--- src/hw/rtl/tcgr_pkg.sv ---
// ----------------------------------------------------------------------------
// Text console glyph renderer package
// Shared item, result, command and configuration types, character codes and
// the small coordinate helpers used by the renderer.
// ----------------------------------------------------------------------------
package tcgr_pkg;

  typedef struct packed {
    logic [1:0]  mode;
    logic [7:0]  char_code;
    logic [31:0] fg_color;
    logic [31:0] bg_color;
    logic        fill_background;
    logic [3:0]  glyph_row;
    logic [7:0]  glyph_bits;
    logic [15:0] cursor_x;
    logic [15:0] cursor_y;
  } item_t;

  typedef struct packed {
    logic [15:0] row_x;
    logic [15:0] row_y;
    logic [7:0]  row_bits;
    logic [31:0] pixel_fg;
    logic [31:0] pixel_bg;
    logic        paint_background;
    logic        status;
    logic        last;
  } result_t;

  typedef struct packed {
    logic [15:0] region_left;
    logic [15:0] region_top;
    logic [15:0] region_right;
    logic [15:0] region_bottom;
    logic [3:0]  glyph_width;
    logic [4:0]  glyph_height;
    logic        wrap_enable;
  } cfg_t;

  localparam logic [1:0] MODE_CHAR   = 2'd0;
  localparam logic [1:0] MODE_FONT   = 2'd1;
  localparam logic [1:0] MODE_CURSOR = 2'd2;

  localparam logic [7:0] CHAR_NEWLINE = 8'h0A;
  localparam logic [7:0] CHAR_RETURN  = 8'h0D;
  localparam logic [7:0] CHAR_TAB     = 8'h09;
  localparam logic [7:0] CHAR_SPACE   = 8'h20;
  localparam int         TAB_SPACES   = 4;

  typedef enum logic [2:0] {
    CMD_NONE,
    CMD_GLYPH,
    CMD_NEWLINE,
    CMD_RETURN,
    CMD_TAB,
    CMD_FONT,
    CMD_CURSOR
  } cmd_kind_t;

  typedef struct packed {
    cmd_kind_t   kind;
    logic [7:0]  code;
    logic [31:0] fg;
    logic [31:0] bg;
    logic        fill;
    logic [3:0]  row;
    logic [7:0]  bits;
    logic [15:0] cx;
    logic [15:0] cy;
  } cmd_t;

  typedef enum logic [3:0] {
    ST_IDLE,
    ST_SETCUR,
    ST_TRAP1_X,
    ST_TRAP1_Y,
    ST_CTRL,
    ST_EMIT,
    ST_ADV,
    ST_TAB_X,
    ST_TAB_Y,
    ST_TRAP2_X,
    ST_TRAP2_Y
  } back_state_t;

  function automatic logic [15:0] sat16(input logic [16:0] v);
    return v[16] ? 16'hFFFF : v[15:0];
  endfunction

  function automatic logic [15:0] sub0(input logic [15:0] a, input logic [15:0] b);
    return (a >= b) ? (a - b) : 16'd0;
  endfunction

  function automatic logic [7:0] width_mask(input logic [3:0] w);
    logic [15:0] t;
    t = 16'hFF00 >> w;
    return t[7:0];
  endfunction

endpackage

--- src/hw/rtl/tcgr_front.sv ---
// ----------------------------------------------------------------------------
// Text console glyph renderer front end
// Accepts input items and classifies them into commands for the back end.
// ----------------------------------------------------------------------------
module tcgr_front #(
  parameter int MAX_GLYPH_ROWS = 16,
  parameter int GLYPH_COUNT    = 256
) (
  input  logic            item_valid,
  output logic            item_ready,
  input  tcgr_pkg::item_t item,
  input  logic            q_full,
  output logic            push,
  output tcgr_pkg::cmd_t  cmd
);
  import tcgr_pkg::*;

  localparam logic [8:0] CODE_LIMIT = 9'(GLYPH_COUNT);
  localparam logic [5:0] ROW_LIMIT  = 6'(MAX_GLYPH_ROWS);

  cmd_kind_t kind;

  always_comb begin
    case (item.mode)
      MODE_CHAR: begin
        case (item.char_code)
          CHAR_NEWLINE: kind = CMD_NEWLINE;
          CHAR_RETURN:  kind = CMD_RETURN;
          CHAR_TAB:     kind = CMD_TAB;
          default:      kind = CMD_GLYPH;
        endcase
      end
      MODE_FONT: begin
        if (({1'b0, item.char_code} < CODE_LIMIT) && ({2'b00, item.glyph_row} < ROW_LIMIT)) begin
          kind = CMD_FONT;
        end else begin
          kind = CMD_NONE;
        end
      end
      MODE_CURSOR: kind = CMD_CURSOR;
      default:     kind = CMD_NONE;
    endcase
  end

  assign item_ready = !q_full;
  assign push       = item_valid && !q_full && (kind != CMD_NONE);

  assign cmd.kind = kind;
  assign cmd.code = item.char_code;
  assign cmd.fg   = item.fg_color;
  assign cmd.bg   = item.bg_color;
  assign cmd.fill = item.fill_background;
  assign cmd.row  = item.glyph_row;
  assign cmd.bits = item.glyph_bits;
  assign cmd.cx   = item.cursor_x;
  assign cmd.cy   = item.cursor_y;

endmodule

--- config.mk ---
export PLATFORM = sky130hd
export DESIGN_NAME = tcgr_front
export DESIGN_NICKNAME = d
export VERILOG_FILES = /design/src/hw/rtl/tcgr_pkg.sv /design/src/hw/rtl/tcgr_front.sv
export SDC_FILE = /design/constraint.sdc
export NUM_CORES = 1
export LEC_CHECK = 0
export BUFFER_PORTS_ARGS = -buffer_cell sky130_fd_sc_hd__buf_2
export CORE_AREA = 2 2 94 96
export DETAILED_ROUTE_END_ITERATION = 10
export DIE_AREA = 0 0 96 98
export GPL_TIMING_DRIVEN = 1
export MAX_ROUTING_LAYER = met4
export SKIP_LAST_GASP = 1
export SLEW_MARGIN = 30
export SYNTH_ARGS = -nofsm -noshare
export SYNTH_HDL_FRONTEND = slang
export SYNTH_SLANG_ARGS = --single-unit
--- constraint.sdc ---
create_clock -name vclk -period 0.8
set_input_delay 0 -clock vclk [all_inputs]
set_output_delay 0 -clock vclk [all_outputs]
set_load 0.05 [all_outputs]
# Word-level counts from Yosys, hierarchy flattened
# Index checks and enable logic that the tools add are counted.
# classes
n_reduce_logical	5
eq_ne	5
muxes	2
# ops
op	count
$eq 8x4->1 const B	3
$pmux 3 s3	2
$reduce_bool 3->1	1
$eq 2x1->1 const B	1
$eq 2x2->1 const B	1
$logic_and 1x1->1	2
$logic_not 2->1	1
$logic_not 1->1	1
# totals
inputBits	121
output_inout_bits	122
elab_cells	12
reg_bits	0

# Longest topological paths before layout
# Gate-level depths: netlist (run 1).
# depth
ltp_word	5
depth_mapped	4
depth_no_buf	4

# Worst setup path before layout (run 1)
# No wires, ideal clock.
# synth_path
kind	input-to-output
from	input port item[117] (netlist bit)
to	output port push
slack_ns	-0.528
n_path_buf	0
cell_stages	2
t_arrival_ns	1.328
required_ns	0.800
cell_sequence	ha_1 > nor3b_1
# synth_via
elab_chain_cells	4
word_cells_on_any_way	6
cone_classes	eq/ne (2); mux (1); reduce/logical (3)
# synth_lines
element	line	rtl
start: declaration	tcgr_front.sv:11	input tcgr_pkg::item_t item,
$eq 2x2->1 (tied with other cells)	tcgr_front.sv:24	case (item.mode)
$pmux 3 s3 (*)	tcgr_front.sv:24	
$reduce_bool 3->1 (*)	tcgr_front.sv:46	assign push = item_valid && !q_full && (kind != CMD_NONE);
$logic_and 1x1->1 (*)	tcgr_front.sv:46	
end: declaration	tcgr_front.sv:13	output logic push,
# Mark *: on every way between the ends. The rest lies on a longest branch, timed or not.

==> results of run 1 <==
[metrics by stage]
step                util (%)  setup slack, ns  setup TNS (ns)  cell area [um^2]
finish                 6.518         -0.03035        -0.04073             551.8
global route           6.518         -0.07389         -0.1927             551.8
CTS                    6.400         -0.05952         -0.1266             541.8
detailed placement     5.454          -0.2024         -0.5418             461.7
global placement       5.454          -0.1663         -0.3964             461.7
floorplan                  -         -0.04744        -0.04744              1050
[kinds of logic (layout without fill, tap and decap cells)]
kind of cell | count (synthesis) | count (layout) | share of synthesized area [%]
adder cells (fa/ha/maj) | 3 | 3 | 3.641
AND/OR/NAND/NOR | 10 | 10 | 6.432
XOR/XNOR | 1 | 1 | 0.8497
AO/OA/AOI/OAI | 4 | 4 | 2.791
buffers and inverters | 120 | 32 | 86.29
[metal layers]
layer	GRT usage, %	share of wire (%)	up-vias	wire, um
li1	-	-	137	-
met1	1.909	20	165	376
met2	4.167	37	67	701
met3	2.238	19	60	367
met4	8.022	24	0	450
met5	-	0	-	0
[layout by cell type, fill, tap and decap left out]
cell type  Yosys  layout
a31o_1         1       1
buf_2          0      19
buf_8          0       1
a21oi_1        1       1
nor3_4         0       1
a41oi_2        0       1
nor2_4         0       1
ha_1           3       1
nor2_1         3       2
buf_6          0       6
inv_1          3       1
nor3b_1        2       1
inv_2          0       2
nor3b_4        0       1
nand4_1        1       1
nor2b_1        1       1
nand3_1        1       1
buf_4        117       3
nor3b_2        1       1
o22ai_2        0       1
ha_4           0       2
xor2_1         1       1
[report_power, final]
group          total, mW  internal, mW  switching, mW  leakage (nW)
registers              0             0              0             0
logic              0.361         0.131          0.231         0.207
clock network          0             0              0             0
total              0.361         0.131          0.231         0.207
[path summary, 6_finish.rpt]
check,end,slack (ns),from
setup / recovery,cmd[117],-0.03,item[115]
hold / removal,cmd[31],0.00001,item[31]
[what timing repair did]
action	in CTS	in global routing
resized for setup	18	2
endpoints found under the setup margin	4	4
pin swaps	7	4
hold buffers	0	0
[area by class of cell]
class | count | area (um^2) | area share [%]
multi-input combinational | 18 | 205.2 | 37.19
timing repair buffer | 29 | 200.2 | 36.28
tap | 108 | 135.1 | 24.49
inverter | 3 | 11.26 | 2.041
==> results.cfg, run 1 <==
[global_route]
grt-ovfl-total = 0
grtUsageTotal_pct = 3.550
grt_max_degree = 5
antenna_found_initial = 0
grt_pass1_vias = 455
grt_pass1_wl_um = 2525

[route]
drtPass1Iterations = 4
drt-wirelength-per-cell_um = 11.99
drtIter0Drc = 5
via_per_inst = 2.715
wl_um = 1895
drc = 0
num_vias = 429
drtAntennaViolNets = 0

[pwr]
vdd_ir_drop_max_mv = 0.1179
power_uw = 361.5
leakagePower_nw = 0.2073
powerDensity_nw_per_um2 = 655.1

[logic_synthesis]
synth_seq_area_share_pct = 0
synth_area_leaders = buf_4 (85%), ha_1 (3.6%), nor3b_1 (1.5%)
yosysMostFrequentCell = buf_4
synth_area_leader_cell = buf_4
syn_inst = 138
yosys_warnings = 0
synth_top_cell_area_share_pct = 85.19
synth_common_cells = buf_4 (117), ha_1 (3), inv_1 (3), nor2_1 (3), nor3b_1 (2)
synth_cell_type_count = 15
syn_area_um2 = 1031
synth_area_per_cell_um2 = 7.471
synth_fp_nets = 262

[setup_path]
path_max_fanout = 3
cp.depth = 5
cp-end-kind = primary output
start_kind = input pin
cpMostUsedCell = buf_6
worstPathArrival_ns = 0.83
critPathMaxStageDelay_ns = 0.25
cp.required_ns = 0.80
cp_slowest_cell = nor3b_4
critPathTopFamily = simple AND/OR/NAND/NOR gates
cp_num_buf_inv = 2
worstPathCellList = buf_6, nor3b_4, nand3_1, a31o_1, buf_6
crit_type = in2out

[die]
io_pins = 243
initial_core_util_pct = 12.18
die_area_um2 = 9408
die_width_um = 96
die_y_um = 98
coreArea_um2 = 8466
num_rows = 34

[final_layout]
syn2layout_area_growth_pct = -46.48
final_cells = 158
drive_gt1_share_pct = 78.00
nFillCells = 986
nets = 176
seq_cell_count = 0
clock_buffers = 0
regArea_um2 = 0
antennaDiodeCount = 0

[placed_design]
place_hpwl_um = 1607
dp.cells = 158
port-buffer-count = 25
place_congestion = 0.7184

[job]
cap_violations = 0

[sta]
min_period_ns = 0.8304
final_hold_viol_count = 0
period_share_pct = 103.8
max-slew-margin-rel_pct = 83.20
setup_slack_ns = -0.03035
rsz0062_at_grt = true
setup_viol = 2
holdWs_ns = 0.00001398
worstMarginPinSlew_ns = 0.2538
fmax_ghz = 1.204
slew_viol_final = 0

[min_path]
hp-class = in2out
hold_depth = 0

[clocking]
post_cts.repair.setup_buffers = 0

[status]
violations = negative setup slack
status = complete, but fails checks
Note: power is estimated with default switching activity, not from simulation.
==> run 2, diff against run 1 <==
--- a/config.mk
+++ b/config.mk
@@ -6,9 +6,9 @@
 export NUM_CORES = 1
 export LEC_CHECK = 0
 export BUFFER_PORTS_ARGS = -buffer_cell sky130_fd_sc_hd__buf_2
-export CORE_AREA = 2 2 94 96
+export CORE_AREA = 2 2 95 97
 export DETAILED_ROUTE_END_ITERATION = 10
-export DIE_AREA = 0 0 96 98
+export DIE_AREA = 0 0 97 99
 export GPL_TIMING_DRIVEN = 1
 export MAX_ROUTING_LAYER = met4
 export SKIP_LAST_GASP = 1
==> constraint.sdc (replaced) <==
create_clock -name vclk -period 1
set_input_delay 0 -clock vclk [all_inputs]
set_output_delay 0 -clock vclk [all_outputs]
set_load 0.05 [all_outputs]
==> results.cfg, run 2 (synthesis results as in run 1) <==
[route]
num_vias = 389
wl_um = 1879
drt-wirelength-per-cell_um = 12.20
drtPass1Iterations = 2
via_per_inst = 2.526
drtIter0Drc = 7
drtAntennaViolNets = 0
drc = 0

[sta]
slew_viol_final = 0
final_hold_viol_count = 0
period_share_pct = 94.22
min_period_ns = 0.9422
tns_ns = 0
worstMarginPinSlew_ns = 0.2493
rsz0062_at_grt = true
setup_slack_ns = 0.05777
max-slew-margin-rel_pct = 83.36
fmax_ghz = 1.061
setup_viol = 0
holdWs_ns = 0.00001665

[setup_path]
critPathMaxStageDelay_ns = 0.27
worstPathCellList = buf_2, nor3b_4, nand3_1, a31o_1, buf_2
cp_num_buf_inv = 2
path_max_fanout = 3
cp.required_ns = 1.00
cp_slowest_cell = nor3b_4
start_kind = input pin
worstPathArrival_ns = 0.94
critPathTopFamily = simple AND/OR/NAND/NOR gates
cp-end-kind = primary output
crit_type = in2out
cpMostUsedCell = buf_2

[pwr]
leakagePower_nw = 0.1748
vdd_ir_drop_max_mv = 0.09743
power_uw = 232.6
powerDensity_nw_per_um2 = 525.1

[global_route]
use_met1_pct = 1.912
top_usage_layer = met4
grt.met2_usage_pct = 3.312
antenna_found_initial = 0
grt_max_degree = 5
met3_usage_pct = 2.837
grt_pass1_wl_um = 2380
grtUsageTotal_pct = 3.263
grt-ovfl-total = 0
grt_pass1_vias = 397

[final_layout]
final_util_pct = 5.180
seq_cell_count = 0
antennaDiodeCount = 0
final_cell_area_um2 = 442.9
drive_gt1_share_pct = 67.39
syn2layout_area_growth_pct = -57.04
final_cells = 154
nets = 172
final_common_cell = buf_2
clock_buffers = 0
regArea_um2 = 0
layout_common_cells = buf_2 (24), inv_1 (3), ha_1 (3)

[job]
cap_violations = 0

[placed_design]
place_congestion = 0.5790
pre_cts_slack_ns = -0.04325
placed_area_um2 = 426.7
port-buffer-count = 25
dp.cells = 154

[min_path]
hp-class = in2out

[die]
die_width_um = 97
io_pins = 243
initial_core_util_pct = 12.06
num_rows = 34
die_y_um = 99
die_area_um2 = 9603
coreArea_um2 = 8551

[clocking]
post_cts.repair.setup_buffers = 0

[status]
status = finished, final reports clean
==> run 2: changes by cell type in the layout (fill, tap and decap cells not counted), sizes merged <==
| cell | previous run | this run |
|---|---|---|
| buf | 29 | 25 |
==> run 2: area by class of cell <==
| class | count | area [um^2] |
|---|---|---|
| Timing Repair Buffer | 25 | 127.6 |
| Inverter | 3 | 11.26 |
| Multi-Input combinational cell | 18 | 168.9 |
| Fill cell | 1007 | 8108 |
| Tap cell | 108 | 135.1 |
==> run 2: repair_timing <==
item	4_1_cts	5_1_grt
setup endpoints to repair	2	1
hold buffers	0	0
endpoints found under the hold margin	0	0
resized for setup	1	3
==> run 2: worst paths after layout <==
check	startpoint	cells after the start	end
setup / recovery	item[114]	5	cmd[117]
hold / removal	item[13]	0	cmd[13]
==> run 2: power breakdown <==
group	leakage (nW)	internal (mW)	switching (mW)	total, mW
logic	0.175	0.0657	0.167	0.233
registers	0	0	0	0
clock network	0	0	0	0
total	0.175	0.0657	0.167	0.233
==> run 2: per-layer routing <==
metal  wire (um)  vias to the layer above
met5           0                        -
met4         427                        0
met3         508                       58
met2         589                       69
met1         354                      136
li1            -                      126
==> run 3, diff against run 2 <==
==> constraint.sdc (replaced) <==
create_clock -name vclk -period 1.1
set_input_delay 0 -clock vclk [all_inputs]
set_output_delay 0 -clock vclk [all_outputs]
set_load 0.05 [all_outputs]
==> results.cfg, run 3 (synthesis results as in run 1) <==
[sta]
worstMarginPinSlew_ns = 0.2683
fmax_ghz = 1.046
max-slew-margin-rel_pct = 82.09
tns_ns = 0
slew_viol_final = 0
setup_slack_ns = 0.1443
rsz0062_at_grt = false
min_period_ns = 0.9557
period_share_pct = 86.88
final_hold_viol_count = 0
setup_viol = 0

[setup_path]
cpMostUsedCell = buf_2
start_kind = input pin
crit_start = item[114]
worstPathArrival_ns = 0.96
path_max_fanout = 3
cp_num_buf_inv = 2
cp.required_ns = 1.10
crit_type = in2out
worstPathCellList = buf_2, nor3b_4, nand3_1, a31o_1, buf_2
critPathMaxStageDelay_ns = 0.29
cp.depth = 5
endpoint = cmd[117]
cp-end-kind = primary output
critPathTopFamily = simple AND/OR/NAND/NOR gates
cp_slowest_cell = nor3b_4

[pwr]
p_int_uw = 53.92
p_sw_share_pct = 73.65
p_sw_uw = 150.7
leakagePower_nw = 0.1723
powerDensity_nw_per_um2 = 482.5
vdd_ir_drop_max_mv = 0.2179
p_seq_share_pct = 0
pwr-share-clk_pct = 0
comb_power_share_pct = 100.0

[route]
drtIter0Drc = 2
drc = 0
drtPass1Iterations = 2
drtAntennaViolNets = 0
drt-wirelength-per-cell_um = 15.14
via_per_inst = 2.669
wl_um = 2331
num_vias = 411

[global_route]
antenna_found_initial = 0
grt_pass1_vias = 427
grt_pass1_wl_um = 2946
grt_max_degree = 5
grtUsageTotal_pct = 4.254
grt-ovfl-total = 0

[die]
io_pins = 243
coreArea_um2 = 8551
initial_core_util_pct = 12.06
die_area_um2 = 9603
num_rows = 34
die_y_um = 99
die_width_um = 97

[placed_design]
pre_cts_slack_ns = 0.03626
port-buffer-count = 25
placed_area_um2 = 417.9
place_hpwl_um = 2068
place_congestion = 0.7491

[final_layout]
layout_common_cells = buf_2 (25), inv_1 (3), nor2_1 (3), ha_1 (3)
drive_gt1_share_pct = 60.87
regArea_um2 = 0
final_util_pct = 4.960
clock_buffers = 0
syn2layout_area_growth_pct = -58.86
final_cell_area_um2 = 424.2
antennaDiodeCount = 0
nets = 172
final_common_cell = buf_2
seq_cell_count = 0
nFillCells = 1003

[clocking]
post_cts.repair.setup_buffers = 0

[min_path]
hp-class = in2out

[job]
cap_violations = 0

[status]
status = finished, final reports clean
[run 3: cell counts in the layout (fill, tap and decap cells not counted)]
Identical to the previous run, type by type.
[run 3: worst min-delay path by stage]
| stage | slack [ns] | end | start | depth (start not counted) |
|---|---|---|---|---|
| after floorplan | 0.10 | push | q_full | 1 |
| after global placement | 0.0003 | cmd[107] | item[107] | 0 |
| after detailed placement | 0.0003 | cmd[107] | item[107] | 0 |
| after CTS | 0.0003 | cmd[107] | item[107] | 0 |
| after global routing | 0.00007 | cmd[54] | item[54] | 0 |
| final | 0.00002 | cmd[37] | item[37] | 0 |
[run 3: final cells by class]
type | instances | area [um^2] | share of cell area, %
inverters | 3 | 11.26 | 2.655
multi-input cells | 18 | 152.6 | 35.99
well taps | 108 | 135.1 | 31.86
repair buffers | 25 | 125.1 | 29.50
[run 3: through the flow]
stage,cells,hold slack (ns),power (mW)
after floorplan,138,0.1017,1.223
after CTS,154,0.0003409,0.2056
after global routing,154,0.00007182,0.2191
after global placement,154,0.0003409,0.2028
final,154,0.00001665,0.2047
after detailed placement,154,0.0003409,0.2051
[run 3: timing repair]
item | CTS | global route
hold buffers | 0 | 0
resized for setup | 0 | 1
endpoints found under the setup margin | 0 | 3
[run 3: per-layer routing]
| metal | global-route usage (%) | routed length [um] | vias up |
|---|---|---|---|
| met5 | - | 0 | - |
| met4 | 7.151 | 438 | 0 |
| met3 | 3.688 | 568 | 60 |
| met2 | 5.395 | 863 | 86 |
| met1 | 2.550 | 460 | 138 |
| li1 | - | - | 127 |
[run 3: power by group through the flow]
stage / Sequential (mW) / Combinational, mW / Clock [mW]
after CTS: 0 / 0.206 / 0
after global routing: 0 / 0.219 / 0
after detailed placement: 0 / 0.205 / 0
final: 0 / 0.205 / 0
after global placement: 0 / 0.203 / 0
after floorplan: 0 / 1.22 / 0
