[config.mk]
export PLATFORM = sky130hd
export DESIGN_NAME = tcgr_queue
export DESIGN_NICKNAME = d
export VERILOG_FILES = /design/src/hw/rtl/tcgr_pkg.sv /design/src/hw/rtl/tcgr_queue.sv
export SDC_FILE = /design/constraint.sdc
export NUM_CORES = 1
export LEC_CHECK = 0
export ABC_AREA = 0
export ABC_CLOCK_PERIOD_IN_PS = 7760
export BUFFER_PORTS_ARGS = -buffer_cell sky130_fd_sc_hd__buf_2
export CAP_MARGIN = 20
export CELL_PAD_IN_SITES_DETAIL_PLACEMENT = 1
export CELL_PAD_IN_SITES_GLOBAL_PLACEMENT = 1
export CORE_UTILIZATION = 44
export DETAILED_ROUTE_END_ITERATION = 10
export GPL_TIMING_DRIVEN = 0
export PLACE_DENSITY = 0.86
export SLEW_MARGIN = 25
export SYNTH_ARGS = -nofsm -noshare
export SYNTH_HDL_FRONTEND = slang
export SYNTH_SLANG_ARGS = --single-unit
[constraint.sdc]
create_clock -name clk -period 7.76 [get_ports clk]
set_input_delay 1.164 -clock clk [delete_from_list [all_inputs] [get_ports clk]]
set_output_delay 1.164 -clock clk [all_outputs]
set_load 0.03 [all_outputs]
[src/hw/rtl/tcgr_pkg.sv]
// ----------------------------------------------------------------------------
// Text console glyph renderer package
// Shared item, result, command and configuration types, character codes and
// the small coordinate helpers used by the renderer.
// ----------------------------------------------------------------------------
package tcgr_pkg;

  typedef struct packed {
    logic [1:0]  mode;
    logic [7:0]  char_code;
    logic [31:0] fg_color;
    logic [31:0] bg_color;
    logic        fill_background;
    logic [3:0]  glyph_row;
    logic [7:0]  glyph_bits;
    logic [15:0] cursor_x;
    logic [15:0] cursor_y;
  } item_t;

  typedef struct packed {
    logic [15:0] row_x;
    logic [15:0] row_y;
    logic [7:0]  row_bits;
    logic [31:0] pixel_fg;
    logic [31:0] pixel_bg;
    logic        paint_background;
    logic        status;
    logic        last;
  } result_t;

  typedef struct packed {
    logic [15:0] region_left;
    logic [15:0] region_top;
    logic [15:0] region_right;
    logic [15:0] region_bottom;
    logic [3:0]  glyph_width;
    logic [4:0]  glyph_height;
    logic        wrap_enable;
  } cfg_t;

  localparam logic [1:0] MODE_CHAR   = 2'd0;
  localparam logic [1:0] MODE_FONT   = 2'd1;
  localparam logic [1:0] MODE_CURSOR = 2'd2;

  localparam logic [7:0] CHAR_NEWLINE = 8'h0A;
  localparam logic [7:0] CHAR_RETURN  = 8'h0D;
  localparam logic [7:0] CHAR_TAB     = 8'h09;
  localparam logic [7:0] CHAR_SPACE   = 8'h20;
  localparam int         TAB_SPACES   = 4;

  typedef enum logic [2:0] {
    CMD_NONE,
    CMD_GLYPH,
    CMD_NEWLINE,
    CMD_RETURN,
    CMD_TAB,
    CMD_FONT,
    CMD_CURSOR
  } cmd_kind_t;

  typedef struct packed {
    cmd_kind_t   kind;
    logic [7:0]  code;
    logic [31:0] fg;
    logic [31:0] bg;
    logic        fill;
    logic [3:0]  row;
    logic [7:0]  bits;
    logic [15:0] cx;
    logic [15:0] cy;
  } cmd_t;

  typedef enum logic [3:0] {
    ST_IDLE,
    ST_SETCUR,
    ST_TRAP1_X,
    ST_TRAP1_Y,
    ST_CTRL,
    ST_EMIT,
    ST_ADV,
    ST_TAB_X,
    ST_TAB_Y,
    ST_TRAP2_X,
    ST_TRAP2_Y
  } back_state_t;

  function automatic logic [15:0] sat16(input logic [16:0] v);
    return v[16] ? 16'hFFFF : v[15:0];
  endfunction

  function automatic logic [15:0] sub0(input logic [15:0] a, input logic [15:0] b);
    return (a >= b) ? (a - b) : 16'd0;
  endfunction

  function automatic logic [7:0] width_mask(input logic [3:0] w);
    logic [15:0] t;
    t = 16'hFF00 >> w;
    return t[7:0];
  endfunction

endpackage

[src/hw/rtl/tcgr_queue.sv]
// ----------------------------------------------------------------------------
// Text console glyph renderer command queue
// Short queue that decouples the front end from the back end.
// ----------------------------------------------------------------------------
module tcgr_queue (
  input  logic           clk,
  input  logic           rst,
  input  logic           push,
  input  tcgr_pkg::cmd_t push_cmd,
  input  logic           pop,
  output tcgr_pkg::cmd_t head,
  output logic           full,
  output logic           empty
);
  import tcgr_pkg::*;

  localparam int DEPTH = 2;
  localparam int PW    = $clog2(DEPTH);
  localparam int CW    = $clog2(DEPTH + 1);

  cmd_t          slots [DEPTH];
  logic [PW-1:0] wr_ptr;
  logic [PW-1:0] rd_ptr;
  logic [CW-1:0] count;

  assign full  = (count == CW'(DEPTH));
  assign empty = (count == '0);
  assign head  = slots[rd_ptr];

  always_ff @(posedge clk) begin
    if (rst) begin
      wr_ptr <= '0;
      rd_ptr <= '0;
      count  <= '0;
    end else begin
      if (push) begin
        wr_ptr <= (wr_ptr == PW'(DEPTH - 1)) ? '0 : wr_ptr + 1'b1;
      end
      if (pop) begin
        rd_ptr <= (rd_ptr == PW'(DEPTH - 1)) ? '0 : rd_ptr + 1'b1;
      end
      if (push && !pop) begin
        count <= count + 1'b1;
      end else if (pop && !push) begin
        count <= count - 1'b1;
      end
    end
  end

  always_ff @(posedge clk) begin
    if (push) begin
      slots[wr_ptr] <= push_cmd;
    end
  end

`ifndef SYNTHESIS
  a_no_pop_empty: assert property (@(posedge clk) disable iff (rst) pop |-> !empty)
    else $error("Queue popped while empty.");
  a_no_push_full: assert property (@(posedge clk) disable iff (rst) push |-> !full)
    else $error("Queue pushed while full.");
`endif

endmodule

# Word level (Yosys, flattened, before mapping)
# Memory sizes are Yosys's and may differ from the RTL's. A register that Yosys moved wholly into a read port is not among the register bits.
# Cells that the tools add are included.
word_totals:
  out_inout_bits: 122
  reg_bits: 4
  mem_count: 1
  ram_bits: 240
  elab_cells: 23
  input_bits: 124
memory_table:
  columns: ["name", "words", "width", "rd", "rd_clocked_by_memory_dff", "write_ports", "line", "rtl"]
  rows:
  - ["slots", 2, 120, 1, 1, 1, "tcgr_queue.sv:21", "cmd_t slots [DEPTH];"]
classes:
  eq_ne: 1
  addsub: 4
  n_mux: 8
  n_reduce_logical: 6
op_table:
  columns: ["cell", "n"]
  rows:
  - ["$mux 1", 6]
  - ["$mux 2", 2]
  - ["$add 1x1->1 const B", 2]
  - ["$add 2x1->2 const B", 1]
  - ["$eq 2x2->1 const B", 1]
  - ["$logic_and 1x1->1", 2]
  - ["$logic_not 1->1", 2]
  - ["$logic_not 2->1", 1]
  - ["$reduce_bool 2->1", 1]
  - ["$sub 2x1->2 const B", 1]

# Logic depth before layout (Yosys ltp)
# Gate-level depths: netlist of the first run.
logic_depth:
  ltp_word: 4
  depth_mapped: 5
  depth_no_buf: 5

# Least setup slack after synthesis of the first run
# No wires, ideal clock.
synth_path:
  path_kind: "input to register"
  startpoint: "input port push"
  endpoint: "memory slots[0][0] in the netlist's numbering, enable pin"
  stages: 1
  required_time_ps: 7145
  setup_time_ps: 615
  t_arrival_ps: 6370
  path_slack_ps: 775
  n_path_buf: 0
  cell_sequence: "nor2b_1"
synth_between:
  elab_chain_len: 2
synth_rtl:
  columns: ["item", "line", "rtl"]
  rows:
  - ["start: declaration", "tcgr_queue.sv:8", "input logic push,"]
  - ["$mux 1", "tcgr_queue.sv:51", "if (push) begin"]
  - ["$mux 1 (implied by the code)", "tcgr_queue.sv:52", "slots[wr_ptr] <= push_cmd;"]
  - ["end: declaration", "tcgr_queue.sv:21", null]
# No other way between the ends.

==> results_dict.tcl, run 1 <==
set metrics [dict create \
    port-buffer-count 245 \
    synthCells 395 \
    max_slew_margin_pct 57.6 \
    ys_seq_area_share_pct 82.1 \
    crit_top_cell "buf_6" \
    die_h_um 144 \
    clock-sinks 245 \
    postCtsResizedCells 0 \
    worstSetupEndpointType "primary output" \
    ys_types 16 \
    finalCritPeriodShare_pct 38.3 \
    cts_buffers 26 \
    reg2reg_from "wr_ptr" \
    drt_iter0_markers 173 \
    postCtsSetupRepairBufs 0 \
    ir_worst_vdd_mv 0.194 \
    worstPathRequired_ns 6.60 \
    yosysTopAreaCellShare_pct 81.0 \
    cp_data_arrival_time_ns 1.81 \
    intPower_mw 2.48 \
    synthArstFlopShare_pct 0 \
    synth_top_cells_by_area "edfxtp_1 (81%), mux2_2 (15%), buf_6 (1.4%), dfxtp_1 (1.1%), nor2_1 (0.21%)" \
    synth.avg_cell_area_um2 22.5 \
    first_global_vias 5196 \
    synth-edff-count 240 \
    powerDensity_nw_per_um2 283 \
    status "complete, no violations" \
    p_leak_nw 4.34 \
    cts_tree "yes" \
    hold_start "rd_ptr" \
    finalWorstSetupSlack_ns 4.79 \
    rows 51 \
    slew_viol_final 0 \
    drtPass1Iterations 4 \
    dp_hpwl_mm 13.1 \
    start_util_pct 45.3 \
    worstMarginPinSlew_ns 0.635 \
    cts.clk_slew.worst_paths_ns 0.06 \
    rsz0062_at_grt "false" \
    synth_seq_cells 245 \
    clockBufferDepth 3 \
    drive_gt1_share_pct 61.9 \
    critPathMaxFanout 10 \
    gr-usage-all-layers_pct 17.5 \
    setup_viol 0 \
    via_per_inst 4.82 \
    dpl_worst_slack_ns 4.92 \
    syn2layout_area_growth_pct 29.6 \
    startpoint_type "register" \
    critical_path_class "reg2out" \
    ys_warn_count 0 \
    dieArea_um2 20800 \
    p_seq_share_pct 47.9 \
    ctsHoldBuffers 0 \
    worstHoldPathCells 2 \
    synth_area_um2 8900 \
    routed_wl_mm 18.6 \
    synth_nets 520 \
    synthTopCellsByCount "edfxtp_1 (240), mux2_2 (120), buf_6 (11), dfxtp_1 (5), nor2_1 (5)" \
    wl_per_cell_um 19.4 \
    hp-class "reg2reg" \
    cts.htree.levels 1 \
    pwr-share-comb_pct 13.9 \
    clock_latency_ns 0.51 \
    drcViolationCount 0 \
    grt_antenna_before_repair 2 \
    ios 246 \
    cts_root_buf "clkbuf_16" \
    drtAntennaViolNets 0 \
    drv_cap 0 \
    finalHoldViolCount 0 \
    grt_max_degree 48 \
    power_frac_clock_pct 38.2 \
    critPathSlowestCell "dfxtp_1" \
    swShare_pct 24.1 \
    vias 4630 \
    finalWeightedCongestion 0.700 \
    min_period_ns 2.97 \
    ys.flop_type "edfxtp_1" \
    grt_pass1_wl_mm 27.7 \
    core-area_um2 19700 \
    switchingPower_uw 786 \
    nets 800 \
    fin_tns_setup_ns 0 \
    synth_most_common_cell "edfxtp_1" \
    die_width_um 144 \
    holdWs_ns 0.514 \
    fin_worst_skew_ns 0.00952 \
    crit_path_max_incr_delay_ns 0.35 \
    rr_worst_depth 4 \
    synth_top_area_cell "edfxtp_1" \
    crit_chain "buf_6 -> buf_6 -> mux2_2 -> buf_2" \
    fmaxAchievable_mhz 337 \
    gr-total-overflow 0 \
]
[critical path: cells and delay by family, from the launching register on]
kind                   cells  cell delay [ns]
DFF                        1             0.35
muxes                      1             0.35
buffers and inverters      3             0.60
[final cells by class]
class | count | area (um2)
Antenna cell | 2 | 5.00
Buffer | 13 | 134
Clock buffer | 31 | 691
Clock inverter | 15 | 191
Fill cell | 1830 | 8120
Inverter | 1 | 3.75
Multi-Input combinational cell | 136 | 1470
Sequential cell | 245 | 7310
Tap cell | 265 | 332
Timing Repair Buffer | 252 | 1400
[path summary, 6_finish.rpt]
| path | to | slack [ns] |
|---|---|---|
| setup / recovery | head[76] | 4.79 |
| hold / removal | register | 0.51 |
| setup reg to reg | slots[0][2] | 5.92 |
| hold reg to reg | register | 0.51 |
[power groups by stage]
stage               Clock, mW  Sequential (mW)  Combinational (mW)
finish                   1.25             1.56               0.455
global route             1.32             1.57               0.484
floorplan                   0             1.60               0.297
CTS                      1.28             1.57               0.462
detailed placement          0             1.59               0.459
global placement            0             1.60               0.425
[per-layer routing]
layer,vias to the layer above,wire [um],GRT usage (%)
li1,2135,-,-
met1,2290,7050,19.4
met2,175,9700,32.0
met3,30,1490,5.53
met4,0,356,4.71
met5,-,0,0
[sequential cells by signal, summed over array words and instances (netlist names), named ones only]
register and count:
count 2, rd_ptr 1, slots 240, wr_ptr 1
[kinds of logic after synthesis]
logic type	share of synthesized area, %
flip-flops	82.1
multiplexers	15.2
buffers and inverters	1.55
AND/OR/NAND/NOR	0.520
XOR/XNOR	0.394
AO/OA/AOI/OAI	0.112
adder cells (fa/ha/maj)	0.141
[cells in the final DEF, fill, tap and decap left out]
cell type,instances
nor2b_4,1
xnor2_1,2
edfxtp_1,240
clkinv_2,4
and2b_2,1
clkbuf_1,4
or3_1,1
ha_1,1
inv_1,1
diode_2,2
mux2_2,120
dfxtp_1,5
xor2_1,2
a21oi_1,1
and2_4,1
nor2_1,5
buf_2,247
clkinv_4,2
clkinv_1,1
o21ai_0,1
buf_16,5
clkbuf_16,27
buf_12,2
bufinv_16,4
clkinvlp_4,4
buf_6,11
[stage by stage]
step,utilization (%),area (um2),power (mW),std cells
finish,58.7,11500,3.27,960
global route,58.7,11500,3.38,959
CTS,58.7,11500,3.31,958
detailed placement,54.2,10600,2.05,912
global placement,53.2,10500,2.03,905
floorplan,-,8900,1.89,395
No activity file was read; power rests on OpenSTA's default activity.
==> run 2: changes to the inputs <==
--- a/config.mk
+++ b/config.mk
@@ -5,16 +5,16 @@
 export SDC_FILE = /design/constraint.sdc
 export NUM_CORES = 1
 export LEC_CHECK = 0
-export ABC_AREA = 0
-export ABC_CLOCK_PERIOD_IN_PS = 7760
+export ABC_AREA = 1
+export ABC_CLOCK_PERIOD_IN_PS = 2600
 export BUFFER_PORTS_ARGS = -buffer_cell sky130_fd_sc_hd__buf_2
 export CAP_MARGIN = 20
 export CELL_PAD_IN_SITES_DETAIL_PLACEMENT = 1
 export CELL_PAD_IN_SITES_GLOBAL_PLACEMENT = 1
-export CORE_UTILIZATION = 44
+export CORE_UTILIZATION = 40
 export DETAILED_ROUTE_END_ITERATION = 10
 export GPL_TIMING_DRIVEN = 0
-export PLACE_DENSITY = 0.86
+export PLACE_DENSITY = 0.83
 export SLEW_MARGIN = 25
 export SYNTH_ARGS = -nofsm -noshare
 export SYNTH_HDL_FRONTEND = slang
==> constraint.sdc (replaced) <==
create_clock -name clk -period 2.6 [get_ports clk]
set_input_delay 0.39 -clock clk [delete_from_list [all_inputs] [get_ports clk]]
set_output_delay 0.39 -clock clk [all_outputs]
set_load 0.03 [all_outputs]
==> results_dict.tcl, run 2 <==
set metrics [dict create \
    dp_hpwl_mm 13.8 \
    largest-register "slots" \
    grt_max_degree 33 \
    ys_warn_count 0 \
    holdWs_ns 0.0599 \
    layout_common_cells "buf_2 (247), edfxtp_1 (240), mux2_2 (120)" \
    fin_util_pct 53.1 \
    clockBufferDepth 3 \
    drtAntennaViolNets 0 \
    regArea_um2 7310 \
    swShare_pct 24.3 \
    slew_viol_final 0 \
    clock_latency_ns 0.51 \
    powerDensity_nw_per_um2 813 \
    synthArstFlopShare_pct 0 \
    drt_iter0_markers 161 \
    reg2reg_from "wr_ptr" \
    synth_nets 531 \
    fill_cells 2090 \
    ctsHoldBuffers 0 \
    critPathMaxFanout 10 \
    rsz0062_at_grt "false" \
    ys_seq_area_share_pct 81.9 \
    crit_family "buffers and inverters" \
    postCtsSetupRepairBufs 0 \
    synthCells 406 \
    dieArea_um2 22900 \
    nets 814 \
    rr_worst_depth 4 \
    fmaxAchievable_mhz 448 \
    ys.flop_type "edfxtp_1" \
    drtPass1Iterations 4 \
    wl_per_cell_um 19.2 \
    clock-sinks 245 \
    mostFrequentLayoutCell "buf_2" \
    max_slew_margin_pct 73.0 \
    syn2layout_area_growth_pct 30.0 \
    crit_end "head[39]" \
    switchingPower_mw 2.29 \
    synth_most_common_cell "edfxtp_1" \
    min_period_ns 2.23 \
    crit_chain "buf_6 -> buf_6 -> mux2_2 -> buf_2" \
    intPower_mw 7.13 \
    crit_path_max_incr_delay_ns 0.37 \
    path_buf_inv 3 \
    startpoint_type "register" \
    core-area_um2 21800 \
    synth.avg_cell_area_um2 22.0 \
    multi_input_area_um2 1470 \
    ff2ff_setup_slack_ns 1.15 \
    reg_top3 "slots (240), count (2)" \
    fin_worst_skew_ns 0.00814 \
    crit_top_cell "buf_6" \
    die_h_um 151 \
    worstSetupEndpointType "primary output" \
    cts.htree.levels 1 \
    gr-usage-all-layers_pct 16.1 \
    die_width_um 151 \
    hp-class "in2reg" \
    cp_data_arrival_time_ns 1.84 \
    drcViolationCount 0 \
    ys_types 15 \
    synth_top_cells_by_area "edfxtp_1 (81%), mux2_2 (15%), buf_6 (1.4%), dfxtp_1 (1.1%), inv_1 (0.38%)" \
    critPathSlowestCell "dfxtp_1" \
    finalHoldViolCount 0 \
    power_frac_clock_pct 37.2 \
    cts_buffers 26 \
    grt_antenna_before_repair 2 \
    drive_gt1_share_pct 61.0 \
    synthTopCellsByCount "edfxtp_1 (240), mux2_2 (120), buf_6 (11), inv_1 (9), nor2_1 (7)" \
    start_util_pct 40.9 \
    gr-total-overflow 0 \
    setup_viol 0 \
    port-buffer-count 245 \
    first_global_vias 5192 \
    synth_top_area_cell "edfxtp_1" \
    cts_root_buf "clkbuf_16" \
    cts.clk_slew.worst_paths_ns 0.06 \
    p_leak_nw 4.37 \
    worstMarginPinSlew_ns 0.404 \
    p_seq_share_pct 49.1 \
    drv_cap 0 \
    fin_tns_setup_ns 0 \
    critical_path_class "reg2out" \
    synth-edff-count 240 \
    synth_area_um2 8920 \
    crit_cells 4 \
    grt_pass1_wl_mm 27.8 \
    via_per_inst 4.78 \
    rows 54 \
    synth_seq_cells 245 \
    finalWeightedCongestion 0.732 \
    routed_wl_mm 19.0 \
    yosysTopAreaCellShare_pct 80.8 \
    worstReg2RegEnd "slots[1][22]" \
    status "complete, no violations" \
    pwr-share-comb_pct 13.7 \
    cts_tree "yes" \
    ios 246 \
    ir_worst_vdd_mv 0.581 \
    finalCritPeriodShare_pct 85.8 \
    vias 4719 \
    postCtsResizedCells 0 \
    largest_reg_flops 240 \
    worstPathRequired_ns 2.21 \
]
==> run 2: changes by cell type after synthesis, sizes merged, moves of 2 or more <==
| cell | delta |
|---|---|
| inv | +8 |
| nand2 | +5 |
| nor2 | +2 |
| xor2 | -2 |
==> run 2: layer usage <==
metal  vias to the layer above  global-route usage [%]  part of all wire (%)
li1                       2169                       -                     -
met1                      2350                    17.6                    37
met2                       174                    30.1                    54
met3                        26                    4.64                   7.2
met4                         0                    4.05                   1.7
met5                         -                       0                     0
==> run 2: final cells by class <==
| type | count | share of cell area, % |
|---|---|---|
| sequential | 245 | 63.0 |
| timing repair buffer | 255 | 12.7 |
| multi-input combinational | 139 | 12.7 |
| clock buffer | 30 | 5.93 |
| tap | 280 | 3.02 |
| buffer | 13 | 1.15 |
| clock inverter | 15 | 1.11 |
| inverter | 9 | 0.345 |
| antenna | 2 | 0.0432 |
==> run 2: how the worst min path moves through the flow <==
stage / endpoint / slack (ns) / depth (start not counted) / from
final: slots[1][101] / 0.06 / 1 / push_cmd[101]
after global routing: slots[0][101] / 0.03 / 1 / push_cmd[101]
after CTS: slots[1][101] / 0.03 / 1 / push_cmd[101]
after detailed placement: rd_ptr / 0.53 / 2 / rd_ptr
after global placement: register / 0.49 / 2 / rd_ptr
after floorplan: wr_ptr / 0.46 / 1 / rst
==> run 2: logic make-up after synthesis <==
logic type	after synthesis	synth area share [%]
flip-flops	245	81.9
multiplexers	120	15.2
buffers and inverters	22	1.88
AND/OR/NAND/NOR	15	0.687
AO/OA/AOI/OAI	2	0.112
XOR/XNOR	1	0.0982
adder cells (fa/ha/maj)	1	0.140
==> run 2: through the flow <==
step / setup WS [ns] / area, um2 / instances / power [mW]
floorplan: 0.0000826 / 8950 / 406 / 5.54
global placement: -1.09 / 10500 / 931 / 5.91
detailed placement: 0.843 / 10800 / 941 / 6.02
CTS: 0.307 / 11600 / 986 / 9.55
global route: 0.266 / 11600 / 987 / 9.75
finish: 0.370 / 11600 / 988 / 9.42
==> run 2: power groups by stage <==
stage	Clock [mW]	Sequential, mW	Combinational [mW]
2_1_floorplan	0	4.70	0.837
3_3_place_gp	0	4.71	1.20
3_5_place_dp	0	4.71	1.31
4_1_cts	3.61	4.63	1.31
5_1_grt	3.73	4.64	1.37
6_report	3.50	4.63	1.29
==> run 3: changes to the inputs <==
--- a/config.mk
+++ b/config.mk
@@ -15,6 +15,7 @@
 export DETAILED_ROUTE_END_ITERATION = 10
 export GPL_TIMING_DRIVEN = 0
 export PLACE_DENSITY = 0.83
+export REMOVE_ABC_BUFFERS = 1
 export SLEW_MARGIN = 25
 export SYNTH_ARGS = -nofsm -noshare
 export SYNTH_HDL_FRONTEND = slang
==> results_dict.tcl, run 3 (same netlist as run 2, synthesis figures left out) <==
set metrics [dict create \
    layout_common_cells "buf_2 (245), edfxtp_1 (240), mux2_2 (120)" \
    nets 798 \
    startpoint_type "register" \
    drv_cap 0 \
    clockBufferDepth 3 \
    first_global_vias 5027 \
    rows 54 \
    max_slew_margin_pct 60.3 \
    stdcell_count 973 \
    clock-sinks 245 \
    dp_cells 926 \
    worstPathRequired_ns 2.21 \
    drtAntennaViolNets 0 \
    status "complete, no violations" \
    cts.clk_slew.worst_paths_ns 0.06 \
    reg_top3 "slots (240), count (2)" \
    ir_worst_vdd_mv 0.566 \
    cts_tree "yes" \
    hp-class "in2reg" \
    drtPass1Iterations 4 \
    powerDensity_nw_per_um2 796 \
    rr_worst_depth 4 \
    port-buffer-count 245 \
    ios 246 \
    syn2layout_area_growth_pct 26.4 \
    critPathMaxFanout 55 \
    cp_data_arrival_time_ns 1.94 \
    rsz0062_at_grt "false" \
    crit_cells 3 \
    routed_wl_mm 18.2 \
    finalWorstSetupSlack_ns 0.265 \
    path_buf_inv 2 \
    critical_path_class "reg2out" \
    die_h_um 151 \
    worstMarginPinSlew_ns 0.594 \
    final_area_um2 11300 \
    place_area_um2 10600 \
    p_leak_nw 4.23 \
    start_util_pct 40.9 \
    drive_gt1_share_pct 59.0 \
    min_period_ns 2.33 \
    vias 4594 \
    clock_latency_ns 0.50 \
    critPathSlowestCell "dfxtp_4" \
    fin_worst_skew_ns 0.00649 \
    finalWeightedCongestion 0.749 \
    finalCritPeriodShare_pct 89.8 \
    dp_hpwl_mm 12.5 \
    cts.htree.levels 1 \
    finalHoldViolCount 0 \
    worstHoldPathCells 1 \
    drt_iter0_markers 141 \
    worstSetupEndpointType "primary output" \
    wl_per_cell_um 18.7 \
    core-area_um2 21800 \
    drcViolationCount 0 \
    cts_root_buf "clkbuf_16" \
    fin_util_pct 51.7 \
    mostFrequentLayoutCell "buf_2" \
    fin_tns_setup_ns 0 \
    dieArea_um2 22900 \
    die_width_um 151 \
    grt_pass1_wl_mm 26.7 \
    postCtsSetupRepairBufs 0 \
    largest-register "slots" \
    gr-usage-all-layers_pct 15.3 \
    fmaxAchievable_mhz 428 \
    holdWs_ns 0.0758 \
    crit_path_max_incr_delay_ns 0.52 \
    slew_viol_final 0 \
    ctsHoldBuffers 0 \
    power_mw 8.97 \
    via_per_inst 4.72 \
    crit_chain "buf_16 -> mux2_2 -> buf_2" \
    dpl_worst_slack_ns 0.528 \
    grt_max_degree 71 \
    postCtsResizedCells 0 \
    setup_viol 0 \
    largest_reg_flops 240 \
    grt_antenna_before_repair 3 \
    crit_family "flip-flops" \
    cts_buffers 25 \
    gr-total-overflow 0 \
]
==> run 3: changes by cell type in the layout (fill, tap and decap cells not counted), sizes merged <==
cell | before | now
buf | 268 | 253
inv | 8 | 9
clkinv | 11 | 14
bufinv | 2 | 0
clkinvlp | 3 | 0
clkbuf | 30 | 31
==> run 3: worst paths after layout <==
| check | start | slack (ns) | to |
|---|---|---|---|
| worst min-delay path | push_cmd[104] | 0.08 | slots[0][104] |
| worst min register to register | rd_ptr | 0.55 | register |
| worst max register to register | wr_ptr | 0.80 | slots[0][12] |
| worst max-delay path | register | 0.27 | head[57] |
==> run 3: final cells by class <==
class	count	area, um2
diodes	2	5.00
inverters	9	38.8
repair buffers	253	1410
multi-input cells	139	1450
clock inverters	14	61.3
well taps	280	350
clock buffers	31	648
flip-flops and latches	245	7310
fillers	2087	10500
==> run 3: layer usage <==
layer	track usage [%]	vias to the layer above	share of wire (%)
met5	0	-	0
met1	16.9	2265	37
met3	4.97	19	8.6
li1	-	2143	-
met4	3.65	0	1.1
met2	28.2	167	53
==> run 3: report_power, final <==
part	internal (mW)	switching (mW)	leakage, nW
combinational	0.441	0.776	1.58
clock	1.76	1.36	0.354
sequential	4.57	0.0644	2.29
